==> src/rtl/assert_macros.svh <==
// ----------------------------------------------------------------------------
// assert_macros
// concurrent assertion shorthands shared by the rtl
// ----------------------------------------------------------------------------
`ifndef ASSERT_MACROS_SVH
`define ASSERT_MACROS_SVH

// same-cycle implication, off during reset
`define ASSERT_SAME(label, clk, rst, ante, cons) \
  label: assert property (@(posedge clk) disable iff (rst) (ante) |-> (cons)) \
    else $error("assertion failed");

// next-cycle implication, off during reset
`define ASSERT_NEXT(label, clk, rst, ante, cons) \
  label: assert property (@(posedge clk) disable iff (rst) (ante) |=> (cons)) \
    else $error("assertion failed");

`endif

==> src/rtl/fcf_pkg.sv <==
// ----------------------------------------------------------------------------
// fcf_pkg
// constants, types and arithmetic helpers of the file content fingerprint
// ----------------------------------------------------------------------------
`default_nettype none

package fcf_pkg;

  localparam logic [63:0] OFFSET_BASIS = 64'hcbf29ce484222325;
  localparam logic [63:0] GOLDEN       = 64'h9e3779b97f4a7c15;
  localparam logic [47:0] HEAD_LIMIT   = 48'd4194304;

  typedef struct packed {
    logic [63:0] head;
    logic [63:0] tail;
    logic [47:0] size;
  } fcf_final_t;

  // fnv-1a step, prime 2^40 + 0x1b3 as shifts and adds
  function automatic logic [63:0] fnv_byte(input logic [63:0] acc, input logic [7:0] b);
    logic [63:0] x;
    x = acc ^ {56'd0, b};
    return x + (x << 1) + (x << 4) + (x << 5) + (x << 7) + (x << 8) + (x << 40);
  endfunction

  function automatic logic [63:0] mix_in(input logic [63:0] acc, input logic [63:0] v);
    return acc ^ (v + GOLDEN + (acc << 6) + (acc >> 2));
  endfunction

endpackage

`default_nettype wire

==> src/rtl/fcf_hash.sv <==
// ----------------------------------------------------------------------------
// fcf_hash
// input register, head and tail fnv-1a accumulators, closing handoff register
// ----------------------------------------------------------------------------
`default_nettype none

module fcf_hash import fcf_pkg::*; (
  input  wire logic        clk,
  input  wire logic        rst,
  input  wire logic        in_valid,
  output logic             in_ready,
  input  wire logic [7:0]  data_byte,
  input  wire logic        has_byte,
  input  wire logic        in_tail,
  input  wire logic        last,
  input  wire logic [47:0] file_size,
  output logic             fin_valid,
  input  wire logic        fin_ready,
  output fcf_final_t       fin
);

  logic        a_valid;
  logic [7:0]  a_byte;
  logic        a_has;
  logic        a_tail;
  logic        a_last;
  logic [47:0] a_size;
  logic [63:0] head_hash;
  logic [63:0] tail_hash;
  logic [63:0] head_next;
  logic [63:0] tail_next;
  logic        a_adv;

  assign a_adv    = a_valid && (!a_last || !fin_valid || fin_ready);
  assign in_ready = !a_valid || a_adv;

  assign head_next = (a_has && !a_tail) ? fnv_byte(head_hash, a_byte) : head_hash;
  assign tail_next = (a_has && a_tail)  ? fnv_byte(tail_hash, a_byte) : tail_hash;

  always_ff @(posedge clk) begin
    if (rst) begin
      a_valid   <= 1'b0;
      fin_valid <= 1'b0;
      head_hash <= OFFSET_BASIS;
      tail_hash <= OFFSET_BASIS;
    end else begin
      if (in_ready) begin
        a_valid <= in_valid;
      end
      if (a_adv && a_last) begin
        fin_valid <= 1'b1;
      end else if (fin_ready) begin
        fin_valid <= 1'b0;
      end
      if (a_adv) begin
        if (a_last) begin
          head_hash <= OFFSET_BASIS;
          tail_hash <= OFFSET_BASIS;
        end else begin
          head_hash <= head_next;
          tail_hash <= tail_next;
        end
      end
    end
  end

  always_ff @(posedge clk) begin
    if (in_valid && in_ready) begin
      a_byte <= data_byte;
      a_has  <= has_byte;
      a_tail <= in_tail;
      a_last <= last;
      a_size <= file_size;
    end
    if (a_adv && a_last) begin
      fin.head <= head_next;
      fin.tail <= tail_next;
      fin.size <= a_size;
    end
  end

endmodule

`default_nettype wire

==> src/rtl/fcf_mix.sv <==
// ----------------------------------------------------------------------------
// fcf_mix
// golden-ratio mix stage and the output register, which mixes in the size
// ----------------------------------------------------------------------------
`default_nettype none

module fcf_mix import fcf_pkg::*; (
  input  wire logic        clk,
  input  wire logic        rst,
  input  wire logic        fin_valid,
  output logic             fin_ready,
  input  wire fcf_final_t  fin,
  output logic             out_valid,
  input  wire logic        out_ready,
  output logic [63:0]      out_data
);

  logic        c_valid;
  logic [63:0] c_fp;
  logic [47:0] c_size;
  logic        c_adv;

  assign c_adv     = c_valid && (!out_valid || out_ready);
  assign fin_ready = !c_valid || c_adv;

  always_ff @(posedge clk) begin
    if (rst) begin
      c_valid   <= 1'b0;
      out_valid <= 1'b0;
    end else begin
      if (fin_ready) begin
        c_valid <= fin_valid;
      end
      if (c_adv) begin
        out_valid <= 1'b1;
      end else if (out_ready) begin
        out_valid <= 1'b0;
      end
    end
  end

  always_ff @(posedge clk) begin
    if (fin_valid && fin_ready) begin
      c_fp   <= (fin.size > HEAD_LIMIT) ? mix_in(fin.head, fin.tail) : fin.head;
      c_size <= fin.size;
    end
    if (c_adv) begin
      out_data <= mix_in(c_fp, {16'd0, c_size});
    end
  end

endmodule

`default_nettype wire

==> src/rtl/file_content_fingerprint.sv <==
// ----------------------------------------------------------------------------
// file_content_fingerprint
// fnv-1a 64-bit head and tail hashes of one file, closed into a fingerprint
// ----------------------------------------------------------------------------
// Takes one word per clock cycle, a content byte or a bare closing word, with
// no gap between files, while no closing word is held; the fnv-1a multiply
// of the head or tail accumulator is the loop that sets this rate. The word
// marked tlast gives one fingerprint word on the master side through the input,
// closing handoff, first mix and output registers; a stalled output holds back
// input only once a closing word waits behind full handoff and mix registers.
`default_nettype none

`include "assert_macros.svh"

module file_content_fingerprint import fcf_pkg::*; (
  input  wire logic        clk,
  input  wire logic        rst,
  input  wire logic        s_axis_tvalid,
  output logic             s_axis_tready,
  input  wire logic [55:0] s_axis_tdata,   // data_byte[7:0], file_size[55:8]
  input  wire logic [1:0]  s_axis_tuser,   // has_byte[0], in_tail[1]
  input  wire logic        s_axis_tlast,
  output logic             m_axis_tvalid,
  input  wire logic        m_axis_tready,
  output logic [63:0]      m_axis_tdata    // fingerprint[63:0]
);

  logic       fin_valid;
  logic       fin_ready;
  fcf_final_t fin;

  fcf_hash u_hash (
    .clk       (clk),
    .rst       (rst),
    .in_valid  (s_axis_tvalid),
    .in_ready  (s_axis_tready),
    .data_byte (s_axis_tdata[7:0]),
    .has_byte  (s_axis_tuser[0]),
    .in_tail   (s_axis_tuser[1]),
    .last      (s_axis_tlast),
    .file_size (s_axis_tdata[55:8]),
    .fin_valid (fin_valid),
    .fin_ready (fin_ready),
    .fin       (fin)
  );

  fcf_mix u_mix (
    .clk       (clk),
    .rst       (rst),
    .fin_valid (fin_valid),
    .fin_ready (fin_ready),
    .fin       (fin),
    .out_valid (m_axis_tvalid),
    .out_ready (m_axis_tready),
    .out_data  (m_axis_tdata)
  );

  `ASSERT_NEXT(a_fin_holds, clk, rst, fin_valid && !fin_ready, fin_valid)
  `ASSERT_SAME(a_mix_free, clk, rst, !m_axis_tvalid, fin_ready)
  `ASSERT_SAME(a_in_free, clk, rst, !fin_valid, s_axis_tready)

endmodule

`default_nettype wire
==> config.mk <==
export PLATFORM = sky130hd
export DESIGN_NAME = file_content_fingerprint
export DESIGN_NICKNAME = d
export VERILOG_FILES = /design/src/rtl/fcf_pkg.sv /design/src/rtl/fcf_hash.sv /design/src/rtl/fcf_mix.sv /design/src/rtl/file_content_fingerprint.sv
export VERILOG_INCLUDE_DIRS = /design/src /design/src/rtl
export SDC_FILE = /design/constraint.sdc
export NUM_CORES = 2
export LEC_CHECK = 0
export ABC_AREA = 1
export BUFFER_PORTS_ARGS = -buffer_cell sky130_fd_sc_hd__clkbuf_2
export CORE_MARGIN = 1
export CORE_UTILIZATION = 59
export CTS_CLUSTER_SIZE = 30
export DETAILED_ROUTE_END_ITERATION = 12
export PLACE_DENSITY = 0.78
export SLEW_MARGIN = 20
export SYNTH_ARGS = -nofsm -noshare
export SYNTH_HDL_FRONTEND = slang
export SYNTH_SLANG_ARGS = --single-unit
==> constraint.sdc <==
create_clock -name clk -period 4.7 [get_ports clk]
set_input_delay 0.235 -clock clk [delete_from_list [all_inputs] [get_ports clk]]
set_output_delay 0.235 -clock clk [all_outputs]
set_load 0.005 [all_outputs]
==> flow_metrics.py, run 1 <==
metrics = {
    "placed_design": {
        "gp_congestion": 1.10,
        "numPortBuffers": 128,
        "placed_cells": 9795,
        "dp_hpwl_um": 194000,
    },
    "floorplanning": {
        "pin_count": 129,
        "die_h_um": 320,
        "num_rows": 116,
        "die_w_um": 320,
        "start_util_pct": 59.6,
    },
    "synthesis": {
        "async_flop_share_pct": 0,
        "synth_seq_cells": 543,
        "yosysUniqueCellTypes": 60,
        "avgSynthCellArea_um2": 7.72,
        "synth_edf_count": 411,
        "synthTopCellsByCount": "inv_1 (1918), nand2_1 (1895), fa_1 (580)",
        "seq_area_frac_synth_pct": 25.1,
        "yosysMostFrequentCell": "inv_1",
        "yosysTopAreaCellShare_pct": 20.7,
        "synth_area_leaders": "edfxtp_1 (21%), fa_1 (19%), inv_1 (12%), nand2_1 (12%), ha_1 (10%)",
        "syn_area_um2": 59700,
        "synth_cells": 7728,
        "synthFlopType": "edfxtp_1",
        "yosysTopAreaCell": "edfxtp_1",
        "synth_nets": 8856,
        "synth_warnings": 0,
    },
    "status": {
        "tool.error": "[ERROR GRT-0232] Routing congestion too high. Check the congestion heatmap in the GUI.",
        "lastStage": "global routing",
        "status": "stopped before the end",
    },
    "clock_network": {
        "cts_inserted_buffers": 61,
        "htreeDepth": 2,
        "clock-sinks": 543,
        "cts_root_buf": "clkbuf_16",
        "clockBufferDepth": 3,
    },
    "sta": {
        "worst_endpoint_kind": "register data pin",
        "timing.grt.repair.worst_endpoint": "u_hash.fin[111]$_DFFE_PP_/D",
    },
    "global_route": {
        "grt_max_degree": 113,
        "antenna_found_initial": 38,
        "gr-total-overflow": 10,
        "grt.total_usage_pct": 61.5,
    },
}
repair_timing:
item / in CTS
hold buffers: 61
hold endpoints to repair: 62
endpoints found under the setup margin: 208
pin swaps: 98
resized for setup: 529
buffers inserted: 61
stage by stage:
stage	instance area (um2)	hold slack (ns)	TNS, ns	worst slack (ns)
after global placement	67400	0.402	-34.19	-0.580
after detailed placement	67400	0.405	-46.07	-0.555
after floorplan	59700	0.334	0	0.181
after CTS	73000	0.00152	-1.20	-0.120
kinds of logic after synthesis:
family                     after synthesis  share of synthesized area [%]
adders and majority gates             1065                           29.6
AOI/OAI and AO/OA                      759                           7.10
buffers and inverters                 2037                           12.9
and+or+nand+nor                       3098                           21.9
DFF                                    543                           25.1
xor gates and xnor gates               226                           3.32
per-layer routing:
layer	GRT usage (%)	GRT overflow
met2	84.7	1
met5	19.9	0
met3	38.9	3
met1	60.2	0
met4	60.4	6
==> run 2, diff against run 1 <==
--- a/config.mk
+++ b/config.mk
@@ -9,10 +9,9 @@
 export ABC_AREA = 1
 export BUFFER_PORTS_ARGS = -buffer_cell sky130_fd_sc_hd__clkbuf_2
 export CORE_MARGIN = 1
-export CORE_UTILIZATION = 59
-export CTS_CLUSTER_SIZE = 30
+export CORE_UTILIZATION = 40
 export DETAILED_ROUTE_END_ITERATION = 12
-export PLACE_DENSITY = 0.78
+export PLACE_DENSITY_LB_ADDON = 0.15
 export SLEW_MARGIN = 20
 export SYNTH_ARGS = -nofsm -noshare
 export SYNTH_HDL_FRONTEND = slang
==> constraint.sdc (replaced) <==
create_clock -name clk -period 6.1 [get_ports clk]
set_input_delay 0.305 -clock clk [delete_from_list [all_inputs] [get_ports clk]]
set_output_delay 0.305 -clock clk [all_outputs]
set_load 0.005 [all_outputs]
==> run 2 against run 1 <==
Compared with the run above:
- the run now ends clean
- synthesized area unchanged
- synthesized cell count unchanged
==> flow_metrics.py, run 2 <==
metrics = {
    "detailed_routing": {
        "num_vias": 50801,
        "dr.pass1.iters": 6,
        "avgRoutedWirePerCell_um": 23.3,
        "viasPerCell": 5.09,
        "ant_nets": 0,
        "routed_wl_um": 232000,
        "drtIter0Drc": 3542,
        "drc_errors": 0,
    },
    "sta": {
        "hold_viol": 0,
        "final.setup.tns_ns": 0,
        "skew_ns": 0.0711,
        "post-route-period-util_pct": 96.8,
        "max_freq_mhz": 169,
        "finalSetupViolCount": 0,
        "tightest_slew_ns": 1.17,
        "slew-limit-headroom_pct": 22.3,
        "finalCriticalPeriod_ns": 5.91,
        "grt_setup_unrepaired": "false",
        "final-max-slew-violation-count": 0,
    },
    "cells_and_area": {
        "final_cell_mix": "inv_1 (1915), nand2_1 (1891), fa_1 (580)",
        "nets": 9123,
        "seqCellArea_um2": 15000,
        "largest_reg_flops": 176,
        "stdcell_count": 9987,
        "final_common_cell": "inv_1",
        "multi_input_area_um2": 37000,
        "num-fill-cells": 15220,
        "postLayoutCellArea_um2": 66100,
        "top_register": "u_hash.fin",
        "drive_gt1_share_pct": 6.48,
        "areaGrowthSynthToFinish_pct": 10.8,
    },
    "worst_setup_path": {
        "cp_top_family": "adder cells",
        "cp-start-kind": "flop",
        "path_cells": "xnor2_1 -> inv_1 -> fa_1 -> fa_1 -> inv_1 -> fa_1 -> fa_1 -> inv_1 -> ha_1 -> nand2_1 -> nor2_1 -> inv_1 -> nor2_1 -> inv_1 -> nor2_1 -> nand3_1 -> nand3_1 -> nand3_1 -> and2_1",
        "arrival_ns": 6.36,
        "crit_type": "flop to flop",
        "reg2reg_slack_ns": 0.19,
        "timing.rr.end": "u_hash.fin[166]",
        "worstSetupPathDepth": 19,
        "crit_top_cell": "inv_1",
        "path_buf_inv": 5,
        "setup.worst_path.start": "u_hash.a_byte[1]",
        "required_ns": 6.55,
        "cp_slowest_cell": "fa_1",
        "r2r_cells": 19,
        "r2r-start": "u_hash.a_byte[1]",
        "critical_path_peak_fanout": 5,
        "slowest_delay_ns": 0.52,
        "endpoint_kind": "flop",
    },
    "clock_network": {
        "clockBufferDepth": 3,
        "clock_latency_ns": 0.74,
        "cts_root_buf": "clkbuf_16",
        "clkTransAtPathRegs_ns": 0.08,
        "cts_inserted_buffers": 73,
        "htreeDepth": 3,
        "clock-sinks": 543,
        "cts_tree": "yes",
    },
    "floorplanning": {
        "pin_count": 129,
        "die-area_um2": 151000,
        "start_util_pct": 40.4,
        "die_w_um": 388,
        "core_area_um2": 148000,
        "die_h_um": 388,
        "num_rows": 141,
    },
    "global_route": {
        "grt_max_degree": 132,
        "gr-total-overflow": 0,
        "antenna_found_initial": 10,
        "grt_first_pass_wirelength_um": 338000,
        "grt_pass1_vias": 50866,
        "grt.total_usage_pct": 30.8,
    },
    "worst_hold_path": {
        "hold_path_end": "u_hash.tail_hash[11]",
        "min-delay-start": "rst",
        "min_path_type": "input pin to flop",
        "min_delay_path_depth": 2,
    },
    "synthesis": {
        "yosysTopAreaCell": "edfxtp_1",
        "seq_area_frac_synth_pct": 25.1,
        "syn_area_um2": 59700,
        "yosysTopAreaCellShare_pct": 20.7,
        "synthFlopType": "edfxtp_1",
        "synth_warnings": 0,
        "async_flop_share_pct": 0,
        "synth_nets": 8856,
        "synth_seq_cells": 543,
        "avgSynthCellArea_um2": 7.72,
        "synth_area_leaders": "edfxtp_1 (21%), fa_1 (19%), inv_1 (12%), nand2_1 (12%), ha_1 (10%)",
        "synth_cells": 7728,
        "synth_edf_count": 411,
        "yosysMostFrequentCell": "inv_1",
        "synthTopCellsByCount": "inv_1 (1918), nand2_1 (1895), fa_1 (580)",
        "yosysUniqueCellTypes": 60,
    },
    "power_and_ir_drop": {
        "pwr_density_cell_nw_per_um2": 563,
        "p_switching_w": 0.0213,
        "clockPowerShare_pct": 11.9,
        "combinationalPowerShare_pct": 75.1,
        "p_int_w": 0.0159,
        "fin_total_pwr_w": 0.0372,
        "seqPwrFrac_pct": 13.0,
        "switching_share_pct": 57.1,
        "ir_drop_v": 0.000447,
        "p_leak_nw": 32.9,
    },
    "placed_design": {
        "numPortBuffers": 128,
        "gp_congestion": 0.993,
        "placed_cells": 9789,
        "dp_hpwl_um": 198000,
        "placed_area_um2": 63100,
    },
    "job": {
        "drv_cap": 0,
    },
    "status": {
        "status": "finished, final reports clean",
    },
}
[run 2: layout make-up]
type                       instances  share of cell area [%]
multi-input combinational       5148                    56.0
sequential                       543                    22.7
inverter                        1962                    11.2
tap                             1930                    3.65
clock buffer                      89                    2.93
timing repair buffer             267                    2.86
clock inverter                    46                   0.727
antenna                            2                 0.00757
[run 2: repair_timing]
item                                    in CTS  in global routing
hold buffers                                61                  0
gates resized for setup                      0                  3
endpoints found under the hold margin       62                  0
buffers inserted                             0                  0
endpoints found under the setup margin       0                  3
[run 2: how the worst max path moves through the flow]
| stage | endpoint | slack [ns] |
|---|---|---|
| finish | u_hash.fin[166] | 0.19 |
| global route | u_hash.fin[166] | 0.002 |
| CTS | u_hash.fin[166] | 0.06 |
| detailed placement | u_hash.fin[166] | 0.09 |
| global placement | u_hash.fin[174] | 0.05 |
| floorplan | u_hash.fin[0] | 1.25 |
[run 2: worst register-to-register path: stages, from the launching register on]
cell and delay (ns):
edfxtp_1 0.49, xnor2_1 0.40, inv_1 0.22, fa_1 0.50, fa_1 0.52, inv_1 0.05, fa_1 0.46, fa_1 0.51
inv_1 0.05, ha_1 0.36, nand2_1 0.14, nor2_1 0.16, inv_1 0.08, nor2_1 0.32, inv_1 0.11, nor2_1 0.38
nand3_1 0.37, nand3_1 0.20, nand3_1 0.12, and2_1 0.20
[run 2: stage by stage]
stage                     utilization (%)  hold WS [ns]  setup slack [ns]
after global routing                 44.7        0.0456           0.00186
after detailed placement             42.7         0.405            0.0869
after global placement               42.7         0.401            0.0533
after CTS                            44.7        0.0195            0.0595
final                                44.7        0.0623             0.194
after floorplan                         -         0.400              1.25
[run 2: logic make-up (layout without fill, tap and decap cells)]
| family | Yosys count | in the layout | synth area share [%] |
|---|---|---|---|
| flops | 543 | 543 | 25.1 |
| fa+ha+maj | 1065 | 1065 | 29.6 |
| buf+inv | 2037 | 2364 | 12.9 |
| simple gates | 3098 | 3098 | 21.9 |
| xor+xnor | 226 | 226 | 3.32 |
| other cells | 0 | 2 | 0 |
| compound gates | 759 | 759 | 7.10 |
[run 2: power by group through the flow]
stage | combinational, W | sequential (W) | clock [W]
finish | 0.0280 | 0.00482 | 0.00443
global placement | 0.0275 | 0.00490 | 0
global route | 0.0312 | 0.00484 | 0.00465
floorplan | 0.0187 | 0.00475 | 0
CTS | 0.0277 | 0.00482 | 0.00452
detailed placement | 0.0275 | 0.00490 | 0
[run 2: layer usage]
metal  up-vias  wire (um)  track usage [%]
li1      24295          -                -
met1     24858      98300             39.3
met2      1320     114000             53.4
met3       324      11000             3.82
met4         4       8910             10.8
met5         -         27                0
No activity file was read; power rests on OpenSTA's default activity.
